File: src/rtl/ptp_pkg.sv
// shared types, constants and arithmetic helpers of the puck trajectory predictor
`default_nettype none

package ptp_pkg;

    // sample set and trajectory limits
    localparam int MAX_POINTS = 32;
    localparam int TRAJ_STEPS = 64;
    localparam int CNT_W      = $clog2(MAX_POINTS + 1);
    localparam int STEP_W     = $clog2(TRAJ_STEPS + 1);

    // stream payload widths
    localparam int S_DATA_W = 48;
    localparam int M_DATA_W = 96;

    // configuration port
    localparam int          APB_AW      = 3;
    localparam int          CFG_W       = 23;
    localparam logic [22:0] WIDTH_RESET = 23'd163840;
    localparam logic        REG_RADIUS  = 1'b0;
    localparam logic        REG_WIDTH   = 1'b1;

    localparam logic signed [23:0] SMAX24 = 24'sh7FFFFF;
    localparam logic signed [23:0] SMIN24 = 24'sh800000;

    // result kinds
    typedef enum logic [1:0] {
        KIND_TRAJ   = 2'd0,
        KIND_TICK   = 2'd1,
        KIND_ERR    = 2'd2,
        KIND_NOTRAJ = 2'd3
    } t_kind;

    // datapath operations issued by the controller
    typedef enum logic [4:0] {
        OP_NOP,
        OP_MUL_XX,
        OP_ACC_XY,
        OP_ACC_END,
        OP_FIT1,
        OP_FIT2,
        OP_FIT3,
        OP_MUL_DLO,
        OP_MUL_DHI,
        OP_DIV_SETX,
        OP_DIV_STEP,
        OP_DIV_FINX,
        OP_DIV_FINY,
        OP_WALK,
        OP_ERR,
        OP_NOTRAJ,
        OP_TICK
    } t_op;

    typedef struct packed {
        t_op  op;
        logic load_in;
    } t_cmd;

    typedef struct packed {
        logic in_tick;
        logic in_drop;
        logic in_last;
        logic n_lt2;
        logic degen;
        logic div_done;
        logic y_pos;
        logic walk_last;
        logic out_free;
    } t_stat;

    typedef struct packed {
        logic               hit;
        logic signed [26:0] pos;
    } t_wall;

    // saturate to the signed 24-bit range
    function automatic logic signed [23:0] sat24(input logic signed [26:0] v);
        if (v > 27'sd8388607) begin
            return SMAX24;
        end else if (v < -27'sd8388608) begin
            return SMIN24;
        end else begin
            return v[23:0];
        end
    endfunction

    // negate with saturation
    function automatic logic signed [23:0] neg_sat(input logic signed [23:0] v);
        if (v == SMIN24) begin
            return SMAX24;
        end else begin
            return -v;
        end
    endfunction

    // -(3*v/4), division truncating toward zero
    function automatic logic signed [23:0] refl34(input logic signed [23:0] v);
        logic signed [25:0] t;
        logic signed [25:0] q;
        t = 26'(v) + 26'(v) + 26'(v);
        if (t < 0) begin
            t = t + 26'sd3;
        end
        q = -(t >>> 2);
        return q[23:0];
    endfunction

    // side wall test, left wall first
    function automatic t_wall wall_clamp(input logic signed [26:0] px,
                                         input logic [22:0] r,
                                         input logic [22:0] w);
        t_wall              res;
        logic signed [26:0] rs;
        logic signed [26:0] ws;
        rs = $signed({4'b0, r});
        ws = $signed({4'b0, w});
        res.hit = 1'b1;
        if (px - rs < 0) begin
            res.pos = rs;
        end else if (px + rs > ws) begin
            res.pos = ws - rs;
        end else begin
            res.hit = 1'b0;
            res.pos = px;
        end
        return res;
    endfunction

endpackage

`default_nettype wire

File: src/rtl/ptp_ctrl.sv
// controller: sequences accumulation, fit, divisions, trajectory walk and ticks
`default_nettype none

module ptp_ctrl (
    input  wire logic           i_clk,
    input  wire logic           i_rst_n,
    input  wire logic           i_s_valid,
    output logic                o_s_ready,
    input  wire ptp_pkg::t_stat i_stat,
    output ptp_pkg::t_cmd       o_cmd
);
    import ptp_pkg::*;

    typedef enum logic [17:0] {
        S_IDLE   = 18'h00001,
        S_DEC    = 18'h00002,
        S_XY     = 18'h00004,
        S_END    = 18'h00008,
        S_FIT1   = 18'h00010,
        S_FIT2   = 18'h00020,
        S_FIT3   = 18'h00040,
        S_CHK    = 18'h00080,
        S_MLO    = 18'h00100,
        S_MHI    = 18'h00200,
        S_DSETX  = 18'h00400,
        S_DIVX   = 18'h00800,
        S_DIVY   = 18'h01000,
        S_WSTART = 18'h02000,
        S_WALK   = 18'h04000,
        S_ERR    = 18'h08000,
        S_NOTRAJ = 18'h10000,
        S_TICK   = 18'h20000
    } t_state;

    t_state r_state;
    t_state n_state;
    logic   accept;

    assign o_s_ready = (r_state == S_IDLE);
    assign accept    = i_s_valid && o_s_ready;

    // next state and datapath command
    always_comb begin
        n_state       = r_state;
        o_cmd.op      = OP_NOP;
        o_cmd.load_in = accept;
        case (r_state)
            S_IDLE: begin
                if (accept) begin
                    n_state = S_DEC;
                end
            end
            S_DEC: begin
                o_cmd.op = OP_MUL_XX;
                if (i_stat.in_tick) begin
                    n_state = S_TICK;
                end else if (i_stat.in_drop) begin
                    n_state = S_IDLE;
                end else begin
                    n_state = S_XY;
                end
            end
            S_XY: begin
                o_cmd.op = OP_ACC_XY;
                n_state  = S_END;
            end
            S_END: begin
                o_cmd.op = OP_ACC_END;
                n_state  = i_stat.in_last ? S_FIT1 : S_IDLE;
            end
            S_FIT1: begin
                if (i_stat.n_lt2) begin
                    n_state = S_ERR;
                end else begin
                    o_cmd.op = OP_FIT1;
                    n_state  = S_FIT2;
                end
            end
            S_FIT2: begin
                o_cmd.op = OP_FIT2;
                n_state  = S_FIT3;
            end
            S_FIT3: begin
                o_cmd.op = OP_FIT3;
                n_state  = S_CHK;
            end
            S_CHK: begin
                n_state = i_stat.degen ? S_ERR : S_MLO;
            end
            S_MLO: begin
                o_cmd.op = OP_MUL_DLO;
                n_state  = S_MHI;
            end
            S_MHI: begin
                o_cmd.op = OP_MUL_DHI;
                n_state  = S_DSETX;
            end
            S_DSETX: begin
                o_cmd.op = OP_DIV_SETX;
                n_state  = S_DIVX;
            end
            S_DIVX: begin
                if (i_stat.div_done) begin
                    o_cmd.op = OP_DIV_FINX;
                    n_state  = S_DIVY;
                end else begin
                    o_cmd.op = OP_DIV_STEP;
                end
            end
            S_DIVY: begin
                if (i_stat.div_done) begin
                    o_cmd.op = OP_DIV_FINY;
                    n_state  = S_WSTART;
                end else begin
                    o_cmd.op = OP_DIV_STEP;
                end
            end
            S_WSTART: begin
                n_state = i_stat.y_pos ? S_WALK : S_NOTRAJ;
            end
            S_WALK: begin
                if (i_stat.out_free) begin
                    o_cmd.op = OP_WALK;
                    if (i_stat.walk_last) begin
                        n_state = S_IDLE;
                    end
                end
            end
            S_ERR: begin
                if (i_stat.out_free) begin
                    o_cmd.op = OP_ERR;
                    n_state  = S_IDLE;
                end
            end
            S_NOTRAJ: begin
                if (i_stat.out_free) begin
                    o_cmd.op = OP_NOTRAJ;
                    n_state  = S_IDLE;
                end
            end
            S_TICK: begin
                if (i_stat.out_free) begin
                    o_cmd.op = OP_TICK;
                    n_state  = S_IDLE;
                end
            end
            default: begin
                n_state = S_IDLE;
            end
        endcase
    end

    // state register
    always_ff @(posedge i_clk) begin
        if (!i_rst_n) begin
            r_state <= S_IDLE;
        end else begin
            r_state <= n_state;
        end
    end

endmodule

`default_nettype wire

File: config.mk
export PLATFORM = sky130hd
export DESIGN_NAME = ptp_ctrl
export DESIGN_NICKNAME = d
export VERILOG_FILES = /design/src/rtl/ptp_pkg.sv /design/src/rtl/ptp_ctrl.sv
export SDC_FILE = /design/constraint.sdc
export NUM_CORES = 1
export LEC_CHECK = 0
export BUFFER_PORTS_ARGS = -buffer_cell sky130_fd_sc_hd__clkbuf_2
export CORE_AREA = 2 2 51 53
export CTS_CLUSTER_DIAMETER = 60
export DETAILED_ROUTE_END_ITERATION = 10
export DIE_AREA = 0 0 53 55
export HOLD_SLACK_MARGIN = 0.15
export PLACE_DENSITY_LB_ADDON = 0.2
export SLEW_MARGIN = 20
export SYNTH_ARGS = -nofsm -noshare
export SYNTH_HDL_FRONTEND = slang
export SYNTH_SLANG_ARGS = --single-unit
File: constraint.sdc
create_clock -name i_clk -period 5.6 [get_ports i_clk]
set_clock_uncertainty 0.15 [all_clocks]
set_input_delay 0.84 -clock i_clk [delete_from_list [all_inputs] [get_ports i_clk]]
set_output_delay 0.84 -clock i_clk [all_outputs]
set_load 0.02 [all_outputs]
==> run_results.csv <==
group,metric,value,unit
grt,grt_overflow,0,
final_layout,largest_reg_flops,18,
placement,place_area,1380,sq um
setup_path,critPathRequiredTime,4.61,ns
grt,grtUsageMet3,3.49,%
clock_network,clock_latency,0.30,ns
clock_network,cts_buffer_depth,2,
grt,antenna_found_initial,0,
floorplan,die_w,53,um
route,drtPass1Iterations,5,
setup_path,cp.arrival,2.50,ns
route,drt_iter0_drc,47,
setup_path,cp_max_fo,9,
setup_path,reg2reg_to,"r_state[10]$_SDFFE_PN0P_",
grt,busiest_layer,"met2",
floorplan,die_h,55,um
timing,drv_slew,0,
route,drtAntennaViolNets,0,
grt,grt_use_total,24.6,%
setup_path,reg2reg_slack,3.08,ns
worst_hold_path,min_path_cells,2,
synthesis,yosysWarnings,0,
route,route.detailed.drc,0,
pwr,powerDensity,218,nW/um^2
grt,use_met1,34.2,%
placement,place_congestion,0.856,
timing,hold_viol_final,0,
synthesis,synthCells,161,
pwr,irDropWorstVdd,197,uV
floorplan,start_util,56.6,%
synthesis,synth-edff-count,0,
pwr,power_switching,106,uW
timing,slew_headroom,66.4,%
worst_hold_path,hp-start,"r_state[16]$_SDFFE_PN0P_",
clock_network,htree_levels,1,
pwr,p_int,203,uW
setup_path,criticalPathCategory,"flop to primary output",
clock_network,numCtsBuffers,3,
synthesis,ys_seq_area_share,26.9,%
worst_hold_path,hp-class,"flop to flop",
pwr,switching_share,34.3,%
pwr,p_leak,0.515,nW
grt,grt_pass1_vias,1083,
clock_network,cts_resized,0,
grt,grt_max_degree,11,
grt,grt_use_met2,41.3,%
final_layout,layout.nets,184,
pwr,p_seq_share,45.1,%
timing,fmax,287,MHz
final_layout,reg_top3,"r_state (18)",
setup_path,reg2reg_from,"r_state[8]$_SDFFE_PN0P_",
placement,dp_hpwl,2500,um
final_layout,syn_to_final_growth,5.99,%
timing,setup_viol,0,
route,wl_per_cell,16.2,um
timing,fin_crit,3.49,ns
worst_hold_path,min_to,"r_state[16]$_SDFFE_PN0P_",
route,vias,1295,
clock_network,post_cts_buffers,0,
synthesis,synth.net_count,173,
final_layout,postLayoutCellArea,1420,sq um
timing,worst_slew_pin_slew,0.501,ns
final_layout,top_register,"r_state",
timing,setup-tns-final,0,ns
floorplan,coreArea,2360,sq um
setup_path,cp-end-kind,"primary output",
synthesis,async_flop_share,0,%
floorplan,die_area,2920,sq um
job,drv_cap,0,
synthesis,synth_area_per_cell,8.31,sq um
setup_path,cp-start-kind,"flop",
status,status,"finished clean",
pwr,total_power,309,uW
route,routed_wl,3250,um
clock_network,cts_tree,"built",
synthesis,synth-main-ff-cell,"dfxtp_1",
clock_network,postCtsHoldBufs,0,
floorplan,fp-row-count,18,
timing,min_period_over_period,62.3,%
clock_network,root_buffer,"clkbuf_4",
setup_path,ff2ff_path_depth,5,
pwr,clockPowerShare,27.1,%
clock_network,clkTransAtPathRegs,0.11,ns
floorplan,io_pins,19,
grt,grt_pass1_wl,5240,um
clock_network,cts.sinks,18,
route,avgViaCountPerCell,6.44,
synthesis,yosysUniqueCellTypes,50,
synthesis,syn_area,1340,sq um
placement,portBuffers,18,
final_layout,num_antenna_cells,0,
final_layout,drive_gt1_share,20.5,%
timing,rsz0062_at_grt,"no",
synthesis,ys_seq_elements,18,
pwr,comb_power_share,27.8,%
-- cell families (layout without fill, tap and decap cells) --
kind of cell / after synthesis / count (layout) / synth area share [%]
compound gates: 31 / 31 / 16.1
xor+xnor: 6 / 6 / 3.93
buf+inv: 17 / 27 / 7.67
flops: 18 / 18 / 26.9
mux: 1 / 1 / 0.748
simple gates: 88 / 88 / 44.6
-- how the worst max path moves through the flow --
stage                     endpoint  cells after the start                     from  slack, ns
after floorplan           o_cmd[0]                      6  r_state[8]$_SDFFE_PN0P_       2.82
after global placement    o_cmd[3]                      6  r_state[8]$_SDFFE_PN0P_       2.50
after detailed placement  o_cmd[3]                      6  r_state[8]$_SDFFE_PN0P_       2.47
after CTS                 o_cmd[3]                      6  r_state[8]$_SDFFE_PN0P_       2.11
after global routing      o_cmd[3]                      6  r_state[8]$_SDFFE_PN0P_       1.85
final                     o_cmd[3]                      6  r_state[8]$_SDFFE_PN0P_       2.11
-- critical path, stage by stage, from the launching register on --
cell,delay [ns]
dfxtp_1,0.42
nor4_4,0.55
nand4_1,0.34
nor4b_1,0.45
a31oi_1,0.12
nand4_1,0.14
clkbuf_2,0.18
-- cells in the final DEF, fill, tap and decap left out, types with 6 or more instances in the layout --
cell | synthesis | final
nor2_1 | 16 | 16
dfxtp_1 | 18 | 18
nor3_1 | 13 | 13
nand4_1 | 6 | 6
nand2_1 | 9 | 9
clkbuf_2 | 1 | 18
nor4_1 | 7 | 7
a21oi_1 | 7 | 7
nand2b_1 | 6 | 6
-- cell usage after synthesis, drive strengths merged, types with 4 or more instances --
| cell | count | area, sq um |
|---|---|---|
| a21oi | 7 | 35.0 |
| buf | 10 | 75.1 |
| dfxtp | 18 | 360 |
| inv | 5 | 18.8 |
| nand2 | 9 | 33.8 |
| nand2b | 6 | 37.5 |
| nand3 | 5 | 25.0 |
| nand4 | 8 | 62.6 |
| nor2 | 16 | 60.1 |
| nor3 | 14 | 75.1 |
| nor4 | 13 | 154 |
| o21ai | 5 | 25.0 |
| o31ai | 5 | 37.5 |
| xnor2 | 4 | 35.0 |
-- metal layers --
layer	part of all wire, %	wire length, um	vias to the layer above
met2	47	1520	57
met3	8.1	264	4
met4	0.74	24	0
met5	0	0	-
met1	44	1440	599
li1	-	-	635
-- area by class of cell --
| cell class | count | area (sq um) |
|---|---|---|
| Sequential cell | 18 | 360 |
| Timing Repair Buffer | 18 | 90.1 |
| Fill cell | 227 | 947 |
| Tap cell | 30 | 37.5 |
| Inverter | 5 | 18.8 |
| Multi-Input combinational cell | 126 | 875 |
| Clock buffer | 4 | 36.3 |
-- power groups by stage --
stage / Combinational [mW] / Clock, mW / Sequential [mW]
global route: 0.0938 / 0.0890 / 0.140
finish: 0.0859 / 0.0839 / 0.139
CTS: 0.0847 / 0.0826 / 0.139
global placement: 0.0839 / 0 / 0.142
floorplan: 0.0678 / 0 / 0.139
detailed placement: 0.0842 / 0 / 0.142
-- stage by stage --
step                utilization, %  hold slack (ns)  worst slack (ns)  cells
global placement              58.4            0.418              2.50    197
CTS                           59.9            0.440              2.11    201
detailed placement            58.4            0.422              2.47    197
finish                        59.9            0.446              2.11    201
floorplan                        -            0.370              2.82    161
global route                  59.9            0.467              1.85    201
No activity file was read; power rests on OpenSTA's default activity.
